**config.mk**
```make
export PLATFORM = sky130hd
export DESIGN_NAME = ght_live_map
export DESIGN_NICKNAME = d
export VERILOG_FILES = /design/src/ght_pkg.sv /design/src/ght_live_map.sv
export SDC_FILE = /design/constraint.sdc
export NUM_CORES = 1
export LEC_CHECK = 0
export BUFFER_PORTS_ARGS = -buffer_cell sky130_fd_sc_hd__buf_4
export CAP_MARGIN = 25
export CELL_PAD_IN_SITES_DETAIL_PLACEMENT = 1
export CELL_PAD_IN_SITES_GLOBAL_PLACEMENT = 2
export CORE_ASPECT_RATIO = 1.2
export CORE_UTILIZATION = 40
export DETAILED_ROUTE_END_ITERATION = 10
export PLACE_DENSITY_LB_ADDON = 0.1
export REMOVE_ABC_BUFFERS = 1
export SETUP_SLACK_MARGIN = 0.02
export SYNTH_ARGS = -nofsm -noshare
export SYNTH_HDL_FRONTEND = slang
export SYNTH_SLANG_ARGS = --single-unit
```
**constraint.sdc**
```tcl
create_clock -name clk -period 2.3 [get_ports clk]
set_clock_uncertainty 0.05 [all_clocks]
set_input_delay 0.115 -clock clk [delete_from_list [all_inputs] [get_ports clk]]
set_output_delay 0.115 -clock clk [all_outputs]
set_load 0.1 [all_outputs]
```
**src/ght_pkg.sv**
```systemverilog
// package: table geometry, op codes, state type and control structs for the handle table
`default_nettype none
package ght_pkg;

    localparam int TEXTURE_ENTRIES = 64;
    localparam int BUFFER_ENTRIES  = 64;
    localparam int SAMPLER_ENTRIES = 64;
    localparam int TOTAL_ENTRIES   = TEXTURE_ENTRIES + BUFFER_ENTRIES + SAMPLER_ENTRIES;

    localparam int TEXTURE_BASE = 0;
    localparam int BUFFER_BASE  = TEXTURE_ENTRIES;
    localparam int SAMPLER_BASE = TEXTURE_ENTRIES + BUFFER_ENTRIES;

    localparam int MAX_ENTRIES_TB = (TEXTURE_ENTRIES > BUFFER_ENTRIES) ?
                                    TEXTURE_ENTRIES : BUFFER_ENTRIES;
    localparam int MAX_ENTRIES    = (MAX_ENTRIES_TB > SAMPLER_ENTRIES) ?
                                    MAX_ENTRIES_TB : SAMPLER_ENTRIES;

    localparam int POS_W = $clog2(TOTAL_ENTRIES);
    localparam int IDX_W = $clog2(MAX_ENTRIES);

    localparam logic [31:0] COUNT_LIMIT = 32'hfffffff0;

    typedef logic [POS_W-1:0] pos_t;
    typedef logic [IDX_W-1:0] idx_t;

    typedef enum logic [1:0] {
        OP_ALLOC   = 2'd0,
        OP_RETAIN  = 2'd1,
        OP_RELEASE = 2'd2,
        OP_QUERY   = 2'd3
    } ght_op_t;

    localparam logic [1:0] TBL_TEXTURE = 2'd0;
    localparam logic [1:0] TBL_BUFFER  = 2'd1;
    localparam logic [1:0] TBL_SAMPLER = 2'd2;

    typedef enum logic {
        ST_IDLE = 1'b0,
        ST_EXEC = 1'b1
    } ght_state_t;

    // live bit update from the control path
    typedef struct packed {
        logic set_en;
        logic clr_en;
        pos_t pos;
    } ght_live_cmd_t;

    // entry memory write port
    typedef struct packed {
        logic        en;
        pos_t        addr;
        logic [31:0] count;
        logic [31:0] gen;
    } ght_ram_wr_t;

    // base offset of a table in the shared store
    function automatic pos_t ght_base(input logic [1:0] tid);
        pos_t b;
        b = '0;
        unique case (tid)
            TBL_TEXTURE: b = POS_W'(TEXTURE_BASE);
            TBL_BUFFER:  b = POS_W'(BUFFER_BASE);
            TBL_SAMPLER: b = POS_W'(SAMPLER_BASE);
            default:     b = '0;
        endcase
        return b;
    endfunction

    // entry count of a table, zero for an unknown table
    function automatic logic [31:0] ght_size(input logic [1:0] tid);
        logic [31:0] s;
        s = '0;
        unique case (tid)
            TBL_TEXTURE: s = 32'(TEXTURE_ENTRIES);
            TBL_BUFFER:  s = 32'(BUFFER_ENTRIES);
            TBL_SAMPLER: s = 32'(SAMPLER_ENTRIES);
            default:     s = '0;
        endcase
        return s;
    endfunction

endpackage
`default_nettype wire

```
**src/ght_live_map.sv**
```systemverilog
// in-use bits of all entries and the lowest-free-entry search per table
`default_nettype none
module ght_live_map (
    input  wire                   clk,
    input  wire                   rst_n,
    input  ght_pkg::ght_live_cmd_t cmd,
    input  wire  [1:0]            table_id,
    input  ght_pkg::pos_t         rd_pos,
    output logic                  found,
    output ght_pkg::idx_t         free_idx,
    output logic                  rd_live
);
    import ght_pkg::*;

    logic [TOTAL_ENTRIES-1:0] live_reg;
    logic tex_found, buf_found, smp_found;
    idx_t tex_idx, buf_idx, smp_idx;

    // live bits, cleared at reset
    always_ff @(posedge clk or negedge rst_n)
    begin
        if (!rst_n)
        begin
            live_reg <= '0;
        end
        else
        begin
            if (cmd.set_en)
            begin
                live_reg[cmd.pos] <= 1'b1;
            end
            else if (cmd.clr_en)
            begin
                live_reg[cmd.pos] <= 1'b0;
            end
        end
    end

    // lowest free entry from index 1 upward, one encoder per table
    always_comb
    begin
        tex_found = 1'b0;
        buf_found = 1'b0;
        smp_found = 1'b0;
        tex_idx   = '0;
        buf_idx   = '0;
        smp_idx   = '0;
        for (int i = MAX_ENTRIES - 1; i >= 1; i--)
        begin
            if (i < TEXTURE_ENTRIES && !live_reg[POS_W'(TEXTURE_BASE + i)])
            begin
                tex_found = 1'b1;
                tex_idx   = IDX_W'(i);
            end
            if (i < BUFFER_ENTRIES && !live_reg[POS_W'(BUFFER_BASE + i)])
            begin
                buf_found = 1'b1;
                buf_idx   = IDX_W'(i);
            end
            if (i < SAMPLER_ENTRIES && !live_reg[POS_W'(SAMPLER_BASE + i)])
            begin
                smp_found = 1'b1;
                smp_idx   = IDX_W'(i);
            end
        end
    end

    // table select
    always_comb
    begin
        found    = 1'b0;
        free_idx = '0;
        unique case (table_id)
            TBL_TEXTURE:
            begin
                found    = tex_found;
                free_idx = tex_idx;
            end
            TBL_BUFFER:
            begin
                found    = buf_found;
                free_idx = buf_idx;
            end
            TBL_SAMPLER:
            begin
                found    = smp_found;
                free_idx = smp_idx;
            end
            default:
            begin
                found    = 1'b0;
                free_idx = '0;
            end
        endcase
    end

    assign rd_live = live_reg[rd_pos];

endmodule
`default_nettype wire

```
==> results.json <==
{
  "cell_with_the_largest_stage_delay_on_the_worst_path": "sky130_fd_sc_hd__mux4_2",
  "final_cell_mix": "sky130_fd_sc_hd__buf_4 (220), sky130_fd_sc_hd__nand2_1 (190), sky130_fd_sc_hd__dfrtp_1 (183)",
  "cpMostUsedCell": "sky130_fd_sc_hd__mux4_2",
  "max_slew_margin_pct": 46.7,
  "hold_viol": 0,
  "drt-initial-drc-count": 573,
  "failed_checks": "negative setup slack",
  "critPathKind": "flip-flop to output pin",
  "timing.critical_path.fanout_max": 2,
  "status": "finished, violations left",
  "fill_cells": 3057,
  "worst_hold_path_type": "primary input to flip-flop",
  "numClockSinks": 192,
  "fin_crit_sh_pct": 123,
  "synth.yosys.seq_area_share_pct": 42.4,
  "antenna_found_initial": 0,
  "fmax_mhz": 352,
  "vias_per_cell": 5.76,
  "worstSkewPairLatency_ns": 0.45,
  "mappedNetlistArea_sq_mm": 0.0113,
  "core_area_sq_mm": 0.0279,
  "wire_length_of_the_first_global_routing_pass_um": 65400,
  "syn-mean-instance-area_sq_um": 10.2,
  "worst_hold_slack_ns": 0.0851,
  "port_buffers": 29,
  "place_congestion": 0.893,
  "leakagePower_nw": 6.25,
  "crit_path_max_cell_delay_ns": 0.50,
  "yosys_warnings": 0,
  "grt_max_degree": 181,
  "multi_input_comb_area_sq_mm": 0.00643,
  "cp_top_family": "multiplexers",
  "fin_crit_ns": 2.84,
  "tritoncts": "done",
  "routed_antenna_nets": 0,
  "wire_per_inst_um": 24.3,
  "path_clk_slew_ns": 0.08,
  "mostFrequentLayoutCell": "sky130_fd_sc_hd__buf_4",
  "hpwlAfterDp_um": 29900,
  "die-width_um": 156,
  "worst_slew_pin_slew_ns": 0.800,
  "grt_setup_unrepaired": "yes",
  "synth_cells": 1107,
  "num_vias": 9803,
  "antennaDiodeCount": 0,
  "critical_path.cell_chain": "mux4_2 -> mux4_2 -> mux2_4 -> o2111ai_4 -> o311ai_4 -> buf_12",
  "worstPathArrival_ns": 2.67,
  "slew_viol_final": 0,
  "vdd_ir_drop_max_v": 0.000453,
  "floorplan.initialDensity_pct": 40.6,
  "cellPowerDensity_mw_per_mm2": 579,
  "wirelength_um": 41300,
  "clockBufferDepth": 2,
  "placementRows": 67,
  "number_of_global_route_vias_before_repair": 10800,
  "critical_path_required_ns": 2.13,
  "setup_total_negative_slack_ns": -2.25,
  "async_reset_ff_share_pct": 100,
  "crit_path_start_kind": "flip-flop",
  "cts-buffers-inserted": 17,
  "global_route.usage.total_pct": 30.2,
  "most_common_flop_cell_mapped_by_yosys": "sky130_fd_sc_hd__dfrtp_1",
  "path_buf_inv": 1,
  "fraction_of_final_layout_cells_with_drive_strength_greater_than_1_pct": 42.6,
  "fp.dieArea_sq_mm": 0.0290,
  "worstSetupEndpointType": "output pin",
  "fin_ws_ns": -0.538,
  "synth_cell_types": 54,
  "synth.ff_latch_count": 192,
  "finalSetupViolCount": 8,
  "clk_root_buffer_cell": "sky130_fd_sc_hd__clkbuf_16",
  "die_h_um": 186,
  "maxCapViolations": 0,
  "detailedRoute.firstPassIterationCount": 5,
  "drc": 0,
  "layout.area.seq_sq_mm": 0.00482,
  "synth_edf_count": 0,
  "layout-area-overhead-vs-synth_pct": 27.8,
  "nets": 1332,
  "grt_overflow_total": 0,
  "cts_htree_levels": 4,
  "num_io_pins": 30
}
## final timing paths
| check | cells past startpoint | slack, ns | end | start |
|---|---|---|---|---|
| worst max-delay path | 6 | -0.54 | rd_live | flip-flop |
| worst min-delay path | 5 | 0.09 | flip-flop | cmd[0] |
| worst max register to register | 3 | 1.19 | flip-flop | flip-flop |
| worst min register to register | 1 | 0.46 | flip-flop | flip-flop |
| max in group asynchronous | 3 | 1.28 | async pin | rst_n |
| min in group asynchronous | 2 | 0.15 | async pin | rst_n |
## worst register-to-register path, delay by kind of cell, from the launching register on
family	cells	cell delay, ns
DFF	1	0.40
buffers and inverters	2	0.28
muxes	1	0.27
## final cells by class
cell class / count / share of cell area, %
Clock buffer: 19 / 3.06
Clock inverter: 13 / 1.20
Inverter: 30 / 0.778
Multi-Input combinational cell: 827 / 44.4
Sequential cell: 192 / 33.3
Tap cell: 379 / 3.28
Timing Repair Buffer: 242 / 14.0
## cells in the mapped netlist, types with 2 or more instances
cell type	number	share of area, %
sky130_fd_sc_hd__nand2_1	192	6.4
sky130_fd_sc_hd__a22oi_1	12	0.80
sky130_fd_sc_hd__a31oi_1	9	0.50
sky130_fd_sc_hd__nor2_1	117	3.9
sky130_fd_sc_hd__and4_1	3	0.23
sky130_fd_sc_hd__inv_1	30	0.99
sky130_fd_sc_hd__and3_1	2	0.11
sky130_fd_sc_hd__a21o_1	3	0.20
sky130_fd_sc_hd__buf_4	3	0.20
sky130_fd_sc_hd__or2_2	2	0.11
sky130_fd_sc_hd__dfrtp_1	192	42
sky130_fd_sc_hd__nand3_1	33	1.5
sky130_fd_sc_hd__nand2b_1	8	0.44
sky130_fd_sc_hd__o31ai_1	2	0.13
sky130_fd_sc_hd__a311oi_1	2	0.15
sky130_fd_sc_hd__mux2_2	182	18
sky130_fd_sc_hd__a21oi_1	30	1.3
sky130_fd_sc_hd__a32o_1	2	0.18
sky130_fd_sc_hd__buf_2	6	0.27
sky130_fd_sc_hd__mux4_1	5	1.2
sky130_fd_sc_hd__o21bai_1	2	0.13
sky130_fd_sc_hd__a21boi_0	3	0.20
sky130_fd_sc_hd__clkbuf_1	45	1.5
sky130_fd_sc_hd__o21ai_0	48	2.1
sky130_fd_sc_hd__mux4_2	47	9.3
sky130_fd_sc_hd__nor4_1	5	0.28
sky130_fd_sc_hd__and2_1	2	0.11
sky130_fd_sc_hd__nor2b_1	17	0.94
sky130_fd_sc_hd__or3_1	7	0.39
sky130_fd_sc_hd__o211ai_1	6	0.40
sky130_fd_sc_hd__buf_1	3	0.099
sky130_fd_sc_hd__a22o_1	3	0.23
sky130_fd_sc_hd__o221ai_1	3	0.23
sky130_fd_sc_hd__nor3_1	17	0.75
sky130_fd_sc_hd__a211oi_1	6	0.40
sky130_fd_sc_hd__a31o_2	3	0.23
sky130_fd_sc_hd__a211o_1	3	0.23
sky130_fd_sc_hd__nand4_1	36	2.0
## per-stage QoR
stage	std cells	util, %	instance area (sq um)	setup slack (ns)	total power (W)
global placement	1662	48.1	13400	-0.390	0.00520
CTS	1701	51.5	14400	-0.584	0.00845
floorplan	1049	-	11100	-1.25	0.00439
finish	1702	51.9	14500	-0.538	0.00838
detailed placement	1662	48.1	13400	-0.425	0.00524
global route	1702	51.9	14500	-0.613	0.00873
## where the power goes
part,leakage [nW],switching [W],internal (W)
combinational,3.39,0.000745,0.000702
sequential,2.57,0.000173,0.00361
clock,0.294,0.00148,0.00168
## metal layers
layer	track usage, %	part of all wire [%]	vias to the layer above
li1	-	-	4433
met1	39.1	43	5129
met2	52.7	51	182
met3	3.11	3.0	59
met4	9.58	2.8	0
met5	0	0	-
## cell families after synthesis
group / count (synthesis) / share of synthesized area, %
AOI/OAI and AO/OA: 149 / 8.52
muxes: 236 / 28.8
buffers and inverters: 88 / 3.15
DFF: 192 / 42.4
and+or+nand+nor: 442 / 17.1
## timing repair
item	in CTS	in global routing
setup endpoints to repair	8	8
buffers inserted	6	2
endpoints found under the hold margin	52	0
cloned	0	0
gates resized for setup	72	35
pin swaps	19	20
hold buffers	1	0
No activity file was read; power rests on OpenSTA's default activity.
